$ cat config.mk
export PLATFORM = sky130hd
export DESIGN_NAME = line_scan_camera_readout_core
export DESIGN_NICKNAME = d
export VERILOG_FILES = /design/src/hw/rtl/lscr_pkg.sv /design/src/hw/rtl/lscr_cfg.sv /design/src/hw/rtl/lscr_seq.sv /design/src/hw/rtl/line_scan_camera_readout_core.sv
export SDC_FILE = /design/constraint.sdc
export NUM_CORES = 1
export LEC_CHECK = 0
export BUFFER_PORTS_ARGS = -buffer_cell sky130_fd_sc_hd__buf_2
export CAP_MARGIN = 25
export CORE_AREA = 5 5 105 107
export CTS_CLUSTER_SIZE = 28
export DETAILED_ROUTE_END_ITERATION = 12
export DIE_AREA = 0 0 110 112
export PLACE_DENSITY = 0.8
export SLEW_MARGIN = 20
export SYNTH_ARGS = -nofsm -noshare
export SYNTH_HDL_FRONTEND = slang
export SYNTH_SLANG_ARGS = --single-unit
$ cat constraint.sdc
create_clock -name clk -period 10.95 [get_ports clk]
set_input_delay 0.5475 -clock clk [delete_from_list [all_inputs] [get_ports clk]]
set_output_delay 0.5475 -clock clk [all_outputs]
set_load 0.005 [all_outputs]
$ cat src/hw/rtl/lscr_pkg.sv
// Shared types and constants for the line scan camera readout core.
package lscr_pkg;

	// Field widths fixed by the item format
	localparam int TIME_W   = 16;
	localparam int SAMPLE_W = 12;
	localparam int INDEX_W  = 7;

	// Default number of pixels in one sensor line
	localparam int PIXEL_COUNT_DEF = 128;

	// Line step at which the first pixel is captured
	localparam int FIRST_PIXEL_STEP = 2;

	// Configuration port
	localparam int             APB_ADDR_W      = 3;
	localparam int             APB_DATA_W      = 32;
	localparam logic           REG_FRAME_PERIOD = 1'b0;
	localparam logic [TIME_W-1:0] PERIOD_RESET = TIME_W'(60);

	// One result item
	typedef struct packed {
		logic                sensor_clock;
		logic                start_pulse;
		logic                pixel_valid;
		logic [INDEX_W-1:0]  pixel_index;
		logic [SAMPLE_W-1:0] pixel_value;
		logic                line_done;
	} result_t;

endpackage

$ cat src/hw/rtl/lscr_cfg.sv
// APB register file holding the frame period.
module lscr_cfg
	import lscr_pkg::*;
(
	input  logic                  clk,
	input  logic                  arst_n,
	input  logic                  psel,
	input  logic                  penable,
	input  logic                  pwrite,
	input  logic [APB_ADDR_W-1:0] paddr,
	input  logic [APB_DATA_W-1:0] pwdata,
	output logic [APB_DATA_W-1:0] prdata,
	output logic                  pready,
	output logic [TIME_W-1:0]     frame_period
);

	logic              wr_en;
	logic              reg_hit;
	logic [TIME_W-1:0] period_q;

	// Register index is the word address; low byte bits are ignored
	assign reg_hit = (paddr[APB_ADDR_W-1] == REG_FRAME_PERIOD);
	assign wr_en   = psel && penable && pwrite && reg_hit;
	assign pready  = 1'b1;

	always_ff @(posedge clk or negedge arst_n) begin
		if (!arst_n) begin
			period_q <= PERIOD_RESET;
		end else if (wr_en) begin
			period_q <= pwdata[TIME_W-1:0];
		end
	end

	// Read back
	assign prdata       = reg_hit ? APB_DATA_W'(period_q) : '0;
	assign frame_period = period_q;

endmodule

$ cat src/hw/rtl/lscr_seq.sv
// Sensor sequencer: clock toggle, frame timing, line step and pixel capture.
module lscr_seq
	import lscr_pkg::*;
#(
	parameter int PIXEL_COUNT = PIXEL_COUNT_DEF
) (
	input  logic                clk,
	input  logic                arst_n,
	input  logic                step_en,
	input  logic [TIME_W-1:0]   now_ms,
	input  logic [SAMPLE_W-1:0] adc_sample,
	input  logic [TIME_W-1:0]   frame_period,
	output result_t             res
);

	localparam int STEP_W = $clog2(PIXEL_COUNT + 2);
	localparam logic [STEP_W-1:0] LAST_STEP  = STEP_W'(PIXEL_COUNT + 1);
	localparam logic [STEP_W-1:0] FIRST_STEP = STEP_W'(FIRST_PIXEL_STEP);
	localparam logic [STEP_W-1:0] START_STEP = STEP_W'(1);

	logic              clock_q, clock_nxt;
	logic              start_q, start_nxt;
	logic [STEP_W-1:0] step_q, step_nxt;
	logic [TIME_W-1:0] mark_q, mark_nxt;
	logic [TIME_W-1:0] elapsed;
	logic [STEP_W-1:0] pix_pos;
	logic [STEP_W+INDEX_W-1:0] pix_pos_ext;

	assign elapsed     = now_ms - mark_q;
	assign pix_pos     = step_q - FIRST_STEP;
	assign pix_pos_ext = {{INDEX_W{1'b0}}, pix_pos};

	// Next state and result for one tick
	always_comb begin
		clock_nxt = ~clock_q;
		start_nxt = start_q;
		step_nxt  = step_q;
		mark_nxt  = mark_q;
		res       = '0;
		if (clock_q) begin
			if (step_q == '0) begin
				// idle: start a line once the period has strictly elapsed
				if (elapsed > frame_period) begin
					mark_nxt  = mark_q + frame_period;
					step_nxt  = START_STEP;
					start_nxt = 1'b1;
				end
			end else begin
				start_nxt = 1'b0;
			end
		end else if (step_q != '0) begin
			if (step_q >= FIRST_STEP) begin
				res.pixel_valid = 1'b1;
				res.pixel_index = pix_pos_ext[INDEX_W-1:0];
				res.pixel_value = adc_sample;
			end
			if (step_q < LAST_STEP) begin
				step_nxt = step_q + START_STEP;
			end else begin
				step_nxt      = '0;
				res.line_done = 1'b1;
			end
		end
		res.sensor_clock = clock_nxt;
		res.start_pulse  = start_nxt;
	end

	// State registers
	always_ff @(posedge clk or negedge arst_n) begin
		if (!arst_n) begin
			clock_q <= 1'b0;
			start_q <= 1'b0;
			step_q  <= '0;
			mark_q  <= '0;
		end else if (step_en) begin
			clock_q <= clock_nxt;
			start_q <= start_nxt;
			step_q  <= step_nxt;
			mark_q  <= mark_nxt;
		end
	end

endmodule

$ cat src/hw/rtl/line_scan_camera_readout_core.sv
// Top level of the line scan camera readout core.
//
//   channel   direction  handshake                   payload
//   item      in         item_valid / item_stall     now_ms, adc_sample
//   result    out        result_valid / result_stall sensor_clock .. line_done
//   config    in         APB psel/penable/pready     frame_period_ms at 0x0
//
// Each item yields one result, held first in the input register and then in
// the result register. One item per cycle is taken sustained while the result
// is not stalled; the tick update is a single pass of logic on the sequencer state.
// arst_n clears the sequencer state, both valid flags and the period to 60.
// A stalled result holds the result register and, behind it, the input register;
// item_stall rises only when both are full.
module line_scan_camera_readout_core
	import lscr_pkg::*;
#(
	parameter int PIXEL_COUNT = PIXEL_COUNT_DEF
) (
	input  logic                  clk,
	input  logic                  arst_n,
	input  logic                  psel,
	input  logic                  penable,
	input  logic                  pwrite,
	input  logic [APB_ADDR_W-1:0] paddr,
	input  logic [APB_DATA_W-1:0] pwdata,
	output logic [APB_DATA_W-1:0] prdata,
	output logic                  pready,
	input  logic                  item_valid,
	output logic                  item_stall,
	input  logic [TIME_W-1:0]     now_ms,
	input  logic [SAMPLE_W-1:0]   adc_sample,
	output logic                  result_valid,
	input  logic                  result_stall,
	output logic                  sensor_clock,
	output logic                  start_pulse,
	output logic                  pixel_valid,
	output logic [INDEX_W-1:0]    pixel_index,
	output logic [SAMPLE_W-1:0]   pixel_value,
	output logic                  line_done
);

	logic                vld_s1;
	logic [TIME_W-1:0]   now_ms_s1;
	logic [SAMPLE_W-1:0] adc_sample_s1;
	logic                res_vld_q;
	result_t             res_q;
	result_t             res_d;
	logic [TIME_W-1:0]   frame_period;
	logic                advance;
	logic                load_s1;

	// Pipeline control
	assign advance    = !res_vld_q || !result_stall;
	assign item_stall = vld_s1 && !advance;
	assign load_s1    = item_valid && !item_stall;

	lscr_cfg u_cfg (
		.clk          (clk),
		.arst_n       (arst_n),
		.psel         (psel),
		.penable      (penable),
		.pwrite       (pwrite),
		.paddr        (paddr),
		.pwdata       (pwdata),
		.prdata       (prdata),
		.pready       (pready),
		.frame_period (frame_period)
	);

	// Input register
	always_ff @(posedge clk or negedge arst_n) begin
		if (!arst_n) begin
			vld_s1 <= 1'b0;
		end else if (advance || !vld_s1) begin
			vld_s1 <= item_valid;
		end
	end

	always_ff @(posedge clk) begin
		if (load_s1) begin
			now_ms_s1     <= now_ms;
			adc_sample_s1 <= adc_sample;
		end
	end

	lscr_seq #(
		.PIXEL_COUNT (PIXEL_COUNT)
	) u_seq (
		.clk          (clk),
		.arst_n       (arst_n),
		.step_en      (vld_s1 && advance),
		.now_ms       (now_ms_s1),
		.adc_sample   (adc_sample_s1),
		.frame_period (frame_period),
		.res          (res_d)
	);

	// Result register
	always_ff @(posedge clk or negedge arst_n) begin
		if (!arst_n) begin
			res_vld_q <= 1'b0;
		end else if (advance) begin
			res_vld_q <= vld_s1;
		end
	end

	always_ff @(posedge clk) begin
		if (advance && vld_s1) begin
			res_q <= res_d;
		end
	end

	assign result_valid = res_vld_q;
	assign sensor_clock = res_q.sensor_clock;
	assign start_pulse  = res_q.start_pulse;
	assign pixel_valid  = res_q.pixel_valid;
	assign pixel_index  = res_q.pixel_index;
	assign pixel_value  = res_q.pixel_value;
	assign line_done    = res_q.line_done;

endmodule

==> impl_metrics.tcl <==
set metrics [dict create \
    io_buffers 92 \
    power_frac_clock 0.141 \
    setup_viol 0 \
    dr.pass1.iters 5 \
    cts_setup_buffers 0 \
    dp_slack_ps 6410 \
    internal_power_mw 0.908 \
    yosys_warnings 0 \
    start_kind "flop" \
    fillerInstances 803 \
    ctsLongestPathBuffers 2 \
    ys_types 65 \
    final_common_cell "buf_2" \
    drive_above_1_share 0.221 \
    post_drt_wl_per_cell_microns 15.4 \
    numCtsBuffers 9 \
    slew_headroom 0.407 \
    p_comb_frac 0.519 \
    fin_nets 770 \
    rsz0062_at_grt "no" \
    fin_skew_ps 11.5 \
    timing.final.crit_share 0.419 \
    dp_hpwl_microns 9470 \
    met1_length_microns 5060 \
    critPathArrivalTime_ps 4840 \
    crit_chain "inv_1 -> ha_1 -> nor2b_1 -> o31a_1 -> o21ai_1 -> nand2_1 -> a21oi_1 -> mux2i_1 -> o2111ai_1 -> ha_1 -> nand4_2 -> a2111o_1 -> nand3_2 -> nand4_2 -> mux2_4" \
    grt_max_degree 45 \
    period_needed_ps 4590 \
    cts_resized 0 \
    setup_ws_ps 6360 \
    syn_inst 556 \
    seqPwrFrac 0.341 \
    grtUsageTotal 0.206 \
    peakVddDrop_uv 104 \
    start_util 0.569 \
    tightest_slew_ps 885 \
    drv_cap 0 \
    io_pins 128 \
    maxUsedRoutingLayer "met4" \
    synth-main-ff-cell "edfxtp_1" \
    die_h_microns 112 \
    p_sw_mw 0.666 \
    place_congestion 0.905 \
    slew_violations 0 \
    drc_errors 0 \
    required_ps 11210 \
    antenna_cells 0 \
    syn_area_sq_mm 0.00572 \
    tns_ps 0 \
    drtIter0Drc 162 \
    clock_latency_ps 380 \
    cpMaxStageDelayCell "nand4_2" \
    cts.sinks 95 \
    synth-edff-count 51 \
    die-width_microns 110 \
    row_count 37 \
    wl_met2_microns 6070 \
    grt_pass1_vias 4291 \
    final_cell_mix "buf_2, nor2_1, ha_1, edfxtp_1" \
    worst_hold_path_type "in -> async" \
    seq_area_frac_synth 0.461 \
    status "finished clean" \
    fmax_ghz 0.218 \
    wl_met3_microns 735 \
    criticalPathCategory "reg -> reg" \
    die_area_sq_mm 0.0123 \
    path_clk_slew_ps 100 \
    postCtsHoldBufs 0 \
    ant_nets 0 \
    grt_pass1_wl_microns 20000 \
    num_vias 4352 \
    post-route-util 0.638 \
    wl_microns 12200 \
    syn_to_final_growth_pct 12.1 \
    ys_ff_latch 95 \
    via_per_inst 5.52 \
    cts_tree "built" \
    h-tree-depth 3 \
    crit_path_max_fanout 30 \
    cts_root_buffer "clkbuf_8" \
    overflow 0 \
    max_stage_delay_ps 620 \
    antenna_found_initial 0 \
    hold_violations 0 \
    critical_path.endpoint_type "flop" \
    cellPowerDensity_mw_per_mm2 246 \
    core_sq_mm 0.0100 \
    hold_ws_ps 166 \
    p_sw_frac 0.423 \
    syn_avg_cell_area_sq_um 10.3 \
    p_leak_nw 2.97 \
    synthArstFlopShare 0.463 \
]
metrics by stage:
stage	instance area (sq um)	std cells	power (mW)
floorplan	5770	571	1.15
global placement	6220	772	1.30
detailed placement	6220	772	1.35
CTS	6410	788	1.57
global route	6410	788	1.71
finish	6410	788	1.57
routing by layer:
layer  track usage  vias up
met2         0.350      162
met5             0        -
met3        0.0394       24
met1         0.256     2059
met4        0.0815        0
li1              -     2107
worst paths after layout:
path	from	endpoint	slack [ps]	cells past startpoint
worst min-delay path	arst_n	vld_s1	170	1
min in group clk	now_ms[15]	now_ms_s1[15]	340	1
max in group asynchronous	arst_n	u_seq.mark_q[3]	10370	1
worst min register to register	vld_s1	result_valid	510	1
worst max register to register	u_seq.mark_q[1]	u_seq.mark_q[0]	6360	15
worst max-delay path	u_seq.mark_q[1]	u_seq.mark_q[0]	6360	15
cell families (layout without fill, tap and decap cells):
family          after synthesis  in the layout  synth area share
flops                        95             95             0.461
fa+ha+maj                    53             53             0.119
other cells                   2             17           0.00131
xor+xnor                     26             26            0.0398
compound gates              120            120             0.134
simple gates                166            166             0.144
buf+inv                      76            157            0.0656
mux                          18             18            0.0359
power groups by stage:
| stage | clock [mW] | combinational (mW) | sequential [mW] |
|---|---|---|---|
| floorplan | 0 | 0.634 | 0.519 |
| global placement | 0 | 0.765 | 0.539 |
| detailed placement | 0 | 0.803 | 0.543 |
| CTS | 0.226 | 0.809 | 0.535 |
| global route | 0.244 | 0.918 | 0.547 |
| finish | 0.221 | 0.817 | 0.536 |
Yosys cell counts, drive strengths merged, types with 2 or more instances:
cell type	count	share of area
nor2	56	0.037
edfxtp	51	0.27
ha	51	0.11
inv	47	0.031
nand2	46	0.030
dfrtp	40	0.18
o21ai	40	0.035
a21oi	33	0.030
buf	23	0.031
mux2	17	0.034
xnor2	14	0.021
and2	13	0.014
xor2	12	0.018
a21o	8	0.011
nand3	8	0.0079
nor3	8	0.0079
nand4	7	0.0098
and3	6	0.0066
clkbuf	6	0.0042
a211oi	5	0.0066
nand2b	5	0.0055
nor2b	5	0.0059
o21a	5	0.0066
o31ai	5	0.0074
dfstp	4	0.018
a31oi	3	0.0033
nor3b	3	0.0039
o21bai	3	0.0039
a21boi	2	0.0033
a311oi	2	0.0031
a31o	2	0.0046
and4	2	0.0031
conb	2	0.0013
fa	2	0.0070
nand4b	2	0.0031
nor4	2	0.0048
o211ai	2	0.0026
o31a	2	0.0031
state kept, by name, summed over array words and instances, names as in the netlist, 7 cells and up:
signal	count
u_seq.mark_q	16
pixel_index	7
u_seq.step_q	8
pixel_value	12
now_ms_s1	16
u_cfg.frame_period	16
adc_sample_s1	12
critical path, delay by kind of cell, from the launching register on:
kind | cells | cell delay (ps)
AOI/OAI and AO/OA | 5 | 1330
adders and majority gates | 2 | 610
muxes | 2 | 760
and+or+nand+nor | 5 | 1200
DFF | 1 | 440
buffers and inverters | 1 | 120
final cells by class:
class	count	area [sq um]	area share
flip-flops and latches	95	2640	0.412
clock buffers	9	124	0.0193
repair buffers	94	478	0.0746
well taps	136	170	0.0266
multi-input cells	400	2760	0.431
inverters	47	176	0.0275
clock inverters	7	61.3	0.00957
(Power assumes the default switching activity.)
